==> config.mk <==
export PLATFORM = sky130hd
export DESIGN_NAME = lrgd_ctrl
export DESIGN_NICKNAME = d
export VERILOG_FILES = /design/src/design/lrgd_pkg.sv /design/src/design/lrgd_ctrl.sv
export SDC_FILE = /design/constraint.sdc
export NUM_CORES = 1
export LEC_CHECK = 0
export BUFFER_PORTS_ARGS = -buffer_cell sky130_fd_sc_hd__buf_2
export CORE_AREA = 2 2 39 41
export DETAILED_ROUTE_END_ITERATION = 12
export DIE_AREA = 0 0 41 43
export GPL_ROUTABILITY_DRIVEN = 1
export PLACE_DENSITY = 0.68
export SLEW_MARGIN = 0
export SYNTH_ARGS = -nofsm -noshare
export SYNTH_HDL_FRONTEND = slang
export SYNTH_SLANG_ARGS = --single-unit
export TNS_END_PERCENT = 100
==> constraint.sdc <==
create_clock -name i_clk -period 1.9 [get_ports i_clk]
set_clock_uncertainty 0.15 [all_clocks]
set_input_delay 0.38 -clock i_clk [delete_from_list [all_inputs] [get_ports i_clk]]
set_output_delay 0.38 -clock i_clk [all_outputs]
set_load 0.005 [all_outputs]
==> src/design/lrgd_pkg.sv <==
`timescale 1ns / 1ps
// ----------------------------------------------------------------------------
// lrgd_pkg
// Shared constants, codes, state type and control structs of the
// gradient-descent regression block.
// ----------------------------------------------------------------------------
package lrgd_pkg;

    localparam int LRGD_MAX_ROWS = 256;
    localparam int LRGD_MAX_COLS = 16;

    // field and register widths
    localparam int KIND_W   = 2;
    localparam int ROW_W    = 8;
    localparam int COL_W    = 4;
    localparam int VAL_W    = 32;
    localparam int CFG_IDX_W = 2;
    localparam int CFG_W    = 17;
    localparam int LR_W     = 17;
    localparam int STEP_W   = 16;
    localparam int ROWS_W   = 9;
    localparam int COLS_W   = 5;

    // item kinds
    localparam logic [KIND_W-1:0] KIND_FEATURE = 2'd0;
    localparam logic [KIND_W-1:0] KIND_TARGET  = 2'd1;
    localparam logic [KIND_W-1:0] KIND_RUN     = 2'd2;

    // register indexes
    localparam logic [CFG_IDX_W-1:0] CFG_LEARNING_RATE  = 2'd0;
    localparam logic [CFG_IDX_W-1:0] CFG_STEP_LIMIT     = 2'd1;
    localparam logic [CFG_IDX_W-1:0] CFG_ROWS_IN_USE    = 2'd2;
    localparam logic [CFG_IDX_W-1:0] CFG_COLUMNS_IN_USE = 2'd3;

    typedef enum logic [3:0] {
        ST_IDLE,
        ST_RES_RD,
        ST_RES_MUL,
        ST_RES_ACC,
        ST_RES_WR,
        ST_GR_RD,
        ST_GR_MUL,
        ST_GR_ACC,
        ST_DIV_LD,
        ST_DIV,
        ST_MAG,
        ST_SCL_HI,
        ST_SCL_LO,
        ST_UPD,
        ST_OUT
    } t_state;

    typedef struct packed {
        logic ld_feat;
        logic ld_tgt;
        logic start;
        logic res_rd;
        logic gr_rd;
        logic mul_res;
        logic mul_gr;
        logic res_acc;
        logic res_wr;
        logic gr_acc;
        logic div_start;
        logic div_step;
        logic mag;
        logic scl_hi;
        logic scl_lo;
        logic upd;
        logic out_adv;
    } t_cmd;

    typedef struct packed {
        logic last_i;
        logic last_j;
        logic div_last;
        logic step_last;
        logic limit_zero;
    } t_stat;

    // clamp a 64-bit value to 32 signed bits
    function automatic logic signed [31:0] sat32(input logic signed [63:0] v);
        logic signed [31:0] r;
        if (v > 64'sd2147483647) begin
            r = 32'sh7FFFFFFF;
        end else if (v < -64'sd2147483648) begin
            r = 32'sh80000000;
        end else begin
            r = v[31:0];
        end
        return r;
    endfunction

endpackage

==> src/design/lrgd_ctrl.sv <==
`timescale 1ns / 1ps
// ----------------------------------------------------------------------------
// lrgd_ctrl
// Sequencer: walks residual pass, gradient pass, divide, scale and update.
// ----------------------------------------------------------------------------
module lrgd_ctrl
    import lrgd_pkg::*;
(
    input  logic              i_clk,
    input  logic              i_rst_n,
    input  logic              i_in_valid,
    input  logic [KIND_W-1:0] i_in_kind,
    input  logic              i_out_ready,
    input  t_stat             i_stat,
    output t_cmd              o_cmd,
    output logic              o_in_ready,
    output logic              o_out_valid
);

    t_state r_state, n_state;

    always_ff @(posedge i_clk) begin
        if (!i_rst_n) begin
            r_state <= ST_IDLE;
        end else begin
            r_state <= n_state;
        end
    end

    // next state
    always_comb begin
        n_state = r_state;
        case (r_state)
            ST_IDLE: begin
                if (i_in_valid && i_in_kind == KIND_RUN) begin
                    n_state = i_stat.limit_zero ? ST_OUT : ST_RES_RD;
                end
            end
            ST_RES_RD:  n_state = ST_RES_MUL;
            ST_RES_MUL: n_state = ST_RES_ACC;
            ST_RES_ACC: n_state = i_stat.last_j ? ST_RES_WR : ST_RES_RD;
            ST_RES_WR:  n_state = i_stat.last_i ? ST_GR_RD : ST_RES_RD;
            ST_GR_RD:   n_state = ST_GR_MUL;
            ST_GR_MUL:  n_state = ST_GR_ACC;
            ST_GR_ACC:  n_state = i_stat.last_i ? ST_DIV_LD : ST_GR_RD;
            ST_DIV_LD:  n_state = ST_DIV;
            ST_DIV:     n_state = i_stat.div_last ? ST_MAG : ST_DIV;
            ST_MAG:     n_state = ST_SCL_HI;
            ST_SCL_HI:  n_state = ST_SCL_LO;
            ST_SCL_LO:  n_state = ST_UPD;
            ST_UPD: begin
                if (!i_stat.last_j) begin
                    n_state = ST_GR_RD;
                end else if (i_stat.step_last) begin
                    n_state = ST_OUT;
                end else begin
                    n_state = ST_RES_RD;
                end
            end
            ST_OUT: begin
                if (i_out_ready && i_stat.last_j) begin
                    n_state = ST_IDLE;
                end
            end
            default: n_state = ST_IDLE;
        endcase
    end

    // commands
    always_comb begin
        logic accept;
        accept      = i_in_valid && (r_state == ST_IDLE);
        o_cmd       = '0;
        o_in_ready  = (r_state == ST_IDLE);
        o_out_valid = (r_state == ST_OUT);
        o_cmd.ld_feat = accept && (i_in_kind == KIND_FEATURE);
        o_cmd.ld_tgt  = accept && (i_in_kind == KIND_TARGET);
        o_cmd.start   = accept && (i_in_kind == KIND_RUN);
        case (r_state)
            ST_RES_RD:  o_cmd.res_rd    = 1'b1;
            ST_RES_MUL: o_cmd.mul_res   = 1'b1;
            ST_RES_ACC: o_cmd.res_acc   = 1'b1;
            ST_RES_WR:  o_cmd.res_wr    = 1'b1;
            ST_GR_RD:   o_cmd.gr_rd     = 1'b1;
            ST_GR_MUL:  o_cmd.mul_gr    = 1'b1;
            ST_GR_ACC:  o_cmd.gr_acc    = 1'b1;
            ST_DIV_LD:  o_cmd.div_start = 1'b1;
            ST_DIV:     o_cmd.div_step  = 1'b1;
            ST_MAG:     o_cmd.mag       = 1'b1;
            ST_SCL_HI:  o_cmd.scl_hi    = 1'b1;
            ST_SCL_LO:  o_cmd.scl_lo    = 1'b1;
            ST_UPD:     o_cmd.upd       = 1'b1;
            ST_OUT:     o_cmd.out_adv   = i_out_ready;
            default: ;
        endcase
    end

endmodule

Yosys cells after proc, flatten, opt, wreduce, memory -nomap -nowiden --
Index checks and enable logic that the tools add are counted. W data, S select, Z words.
Operators by class: bitwise gates (word level) 0, shifts and indexed selects 0, muxes and demuxes 24, $add $sub $neg 0, eq/ne operators 18, divide/modulo/power cells 0, $mul 0, reductions and logical operators 9, magnitude comparators 0
Operator list (count):
- $pmux W4 S15 | 1
- $eq A4 B4 Y1 const B | 7
- $mux W4 | 6
- $eq A4 B3 Y1 const B | 4
- $mux W1 | 14
- $eq A4 B2 Y1 const B | 2
- $logic_and A1 B1 Y1 | 6
- $mux W3 | 2
- $eq A4 B1 Y1 const B | 1
- $logic_not A4 Y1 | 1
- $ne A2 B1 Y1 const B | 2
- $eq A2 B1 Y1 const B | 1
- $eq A2 B2 Y1 const B | 1
- $logic_not A2 Y1 | 1
- $mux W2 | 1
- $reduce_and A2 Y1 | 1
Storage, ports and cells: input bits 11, memories 0, word-level logic and storage cells 52, output and inout bits 19, memory bits (writable) 0, memory bits (read-only) 0, flip-flop bits (word level) 4, bits in latches 0

Longest topological paths before layout --
word-level depth 4, gate-level depth with buffers 5, depth with buffers taken out 4

Least setup slack after synthesis --
OpenSTA, ideal clock, no wires.
path type reg2out, from reg r_state[0], to out o_cmd[16] (netlist name), arrival time 1.038 ns, path slack 0.332 ns, buffers on the path 0, data required time 1.370 ns, stages on the path, launching flop included 3, path through dfxtp_1 > nor4_2 > nor4bb_1
RTL lines:
- start, declared | line lrgd_ctrl.sv:20 | t_state r_state, n_state;
- start signal, assigned | line lrgd_ctrl.sv:26 | r_state <= n_state;
- end, declared | line lrgd_ctrl.sv:15 | output t_cmd o_cmd,

==> parameters.txt <==
Parameter                              Value

Logic synthesis
  Sequential share of the synthesized area    0.166
  Basic-gate share of the synthesized area counting and, or, nand and nor cells    0.438
  Dominant combinational cell family by area after synthesis    simple AND/OR/NAND/NOR gates
  Fraction of synthesized cell area taken by the top area cell type    0.166
  Multiplexer share of the synthesized area    0
  Cell area after synthesis    483 µm²
  Syn_area_per_cell    6.80 µm²
  Area contributors post-synth    dfxtp_1 (17%), nor2_1 (7.8%), nand2b_1 (6.5%)
  Library cells used by synthesis    32
  Net count after synthesis    82
  Cell accounting for the most synthesized area    dfxtp_1
  Post-synthesis register bit count    4
  Fraction of the mapped netlist area in compound gates    0.321
  XOR/XNOR Fraction of Synth Area    0
  Arithmetic-cell share of the synthesized area counting full adders, half adders and majority gates    0
  Mapped Cells    71
  Total number of yosys warnings    0

Layout
  Number of flip-flops under the largest register name    4
  Combined area of the multi-input logic cells    400 µm²
  Final std cells w/o fill    123
  Final Instance Area    753 µm²
  Antenna Diode Count    0
  Largest register by flop count    r_state
  Storage element area    about 90 µm²
  Top Registers    r_state: 4 flops
  Leading cell type in the layout, fill and taps excluded    buf_2
  Leading cell types in the layout, fill and taps excluded    buf_2 (29), nor2_1 (9), buf_4 (8)
  Total number of nets in the final design    120
  Area growth from synthesis to layout    56.0%
  Ratio of cells with drive above 1 in the final layout    0.477
  Number of inserted filler cells in the final layout    152

Global route
  Global-route wire length before repair    about 2300 µm
  Via count of the first global-routing pass    587
  Tot GR Track Use    0.187
  Grt ovf    0
  Initial antenna violation count    0
  Pin count of the biggest net entering global routing    16

Floorplan
  Core box area    1380 µm²
  Overall die area    roughly 1800 µm²
  Effective utilization at floorplan    0.349
  Height of the chip    roughly 43 µm
  Die Wd    around 41 µm
  Num ports    30
  Number of cell rows    14

STA
  Slew Viols, Final    0
  RSZ-0062 raised after global routing    true
  Min Hold Slack    0.253 ns
  Max-slew headroom    0.753
  Number of setup violations in the final report    0
  Worst Max-Slew Pin Slew    approximately 0.36 ns
  Final critical-path required period    1.86 ns
  Number of hold violations in the final report    0
  Part of the cycle the worst path needs    0.980
  F_max    0.537 GHz

Placement
  Total placed instance area    657 µm²
  Placed cells    116
  Final RePlAce weighted congestion    0.903
  Half-perimeter wire length after placement    1100 µm
  Port-buffer cells    29

Worst setup path
  Slowest-stage cell, CP    dfxtp_4
  Arr. time, crit path    1.33 ns
  Buf+Inv Stages, Crit Path    1
  Type of element launching the critical path    flop
  Classification of the worst setup path    reg2out
  Slowest cell delay on critical path    0.35 ns
  Cell type group with the largest total delay on the critical path    simple AND/OR/NAND/NOR gates
  Type of element capturing the critical path    output port
  Data required time of the critical path    around 1.4 ns
  Biggest fanout along the worst timing path    5
  Worst-path cell chain    nor4_4 > nor4bb_4 > buf_2

Clocking
  CTS sink count    4
  Clock tree from TritonCTS    done
  Clock network latency to the later pin of the worst-skew pair    ~0.24 ns
  Clock slew seen by the registers of the worst setup and hold paths    0.04 ns
  Longest Clk Path Bufs    2
  TritonCTS Buffers    3
  Cell at the root of the clock tree    clkbuf_4
  Count of H-tree levels built during CTS    1

Power
  Power per standard cell area    1330 nW/µm²
  Leakage power    about 0.36 nW
  Worst voltage drop across the vdd grid    roughly 0.46 mV

Routing
  Detailed-route vias per instance    5.59
  Residual DRC count    0
  Post-detailed-route count of antenna-violating nets    0
  Iteration-0 DRC Markers    15
  Final wirelength    1610 µm
  Number of vias after detailed routing    687
  First-pass DRT Iterations    4
  Post-detailed-route wirelength per cell    between 10 and 15 µm

Min path
  Hold/Removal Path Class    in2reg

Job
  Number of max-capacitance violations reported    0

Run status
  Run status    complete, no violations
==> routing by layer <==
layer	global-route usage	up-vias	routed length (µm)
met3	0.0314	2	85
met1	0.244	318	668
met2	0.284	28	838
li1	-	339	-
met5	0	-	0
met4	0.0867	0	15
==> tightest hold or removal path, cell delays in order <==
cell	delay, ns
buf_2	0.10
nand2_1	0.05
o21ai_1	0.07
==> Yosys cell counts <==
library cell / count
a211oi_2: 1
nand3b_1: 1
a311o_1: 1
o2111ai_1: 1
o32ai_1: 1
nand2b_1: 5
and4b_1: 2
nor4bb_1: 1
nand2_2: 1
nand3_1: 1
nor3_1: 6
a2111oi_0: 1
inv_1: 4
nor4_2: 1
nand2_1: 6
a211oi_1: 2
a21oi_1: 5
a21boi_1: 1
a311oi_2: 1
o211ai_1: 1
or3_1: 1
o21ai_1: 3
a311oi_1: 1
o22ai_1: 2
and3b_1: 1
buf_2: 2
and2_1: 1
nor2_1: 10
nor3b_1: 1
buf_4: 1
clkbuf_1: 1
dfxtp_1: 4
==> logic make-up after synthesis <==
family                 Yosys count
AO/OA/AOI/OAI                   21
buffers and inverters            8
flip-flops                       4
AND/OR/NAND/NOR                 38
==> final timing paths <==
| check | from | cells after the start | slack [ns] | to |
|---|---|---|---|---|
| worst max-delay path | r_state[0]$_SDFFE_PN0P_ | 3 | 0.04 | o_cmd[16] |
| worst min-delay path | i_rst_n | 3 | 0.25 | r_state[1]$_SDFFE_PN0P_ |
| worst max register to register | r_state[2]$_SDFFE_PN0P_ | 5 | 0.31 | r_state[1]$_SDFFE_PN0P_ |
| worst min register to register | r_state[0]$_SDFFE_PN0P_ | 2 | 0.43 | r_state[3]$_SDFFE_PN0P_ |
==> power by group <==
group          leakage, nW  total (W)  switching, W  internal, W
logic                0.314   0.000672      0.000333     0.000339
registers           0.0350   0.000224     0.0000911     0.000132
clock network       0.0138   0.000110     0.0000393    0.0000709
==> final cells by class <==
cell class                      instances  share of cell area
Multi-Input combinational cell         59               0.532
Clock buffer                            3              0.0299
Sequential cell                         4               0.120
Inverter                                4              0.0199
Timing Repair Buffer                   37               0.272
Tap cell                               16              0.0266
==> per-stage QoR <==
stage | setup slack (ns) | TNS, ns | total power, W | utilization
after floorplan | 0.332 | 0 | 0.000564 | -
after global placement | 0.196 | 0 | 0.000750 | 0.475
after detailed placement | 0.173 | 0 | 0.000748 | 0.475
after CTS | 0.0328 | 0 | 0.000901 | 0.501
after global routing | -0.0676 | -0.103 | 0.00110 | 0.544
final | 0.0371 | 0 | 0.00101 | 0.544
==> repair_timing <==
action | CTS | global route
endpoints found under the hold margin | 0 | 0
buffers inserted | 0 | 4
pin swaps | 0 | 3
gates resized for setup | 5 | 7
hold buffers | 0 | 0
setup endpoints to repair | 7 | 4
Power figures use the tool's default switching activity.
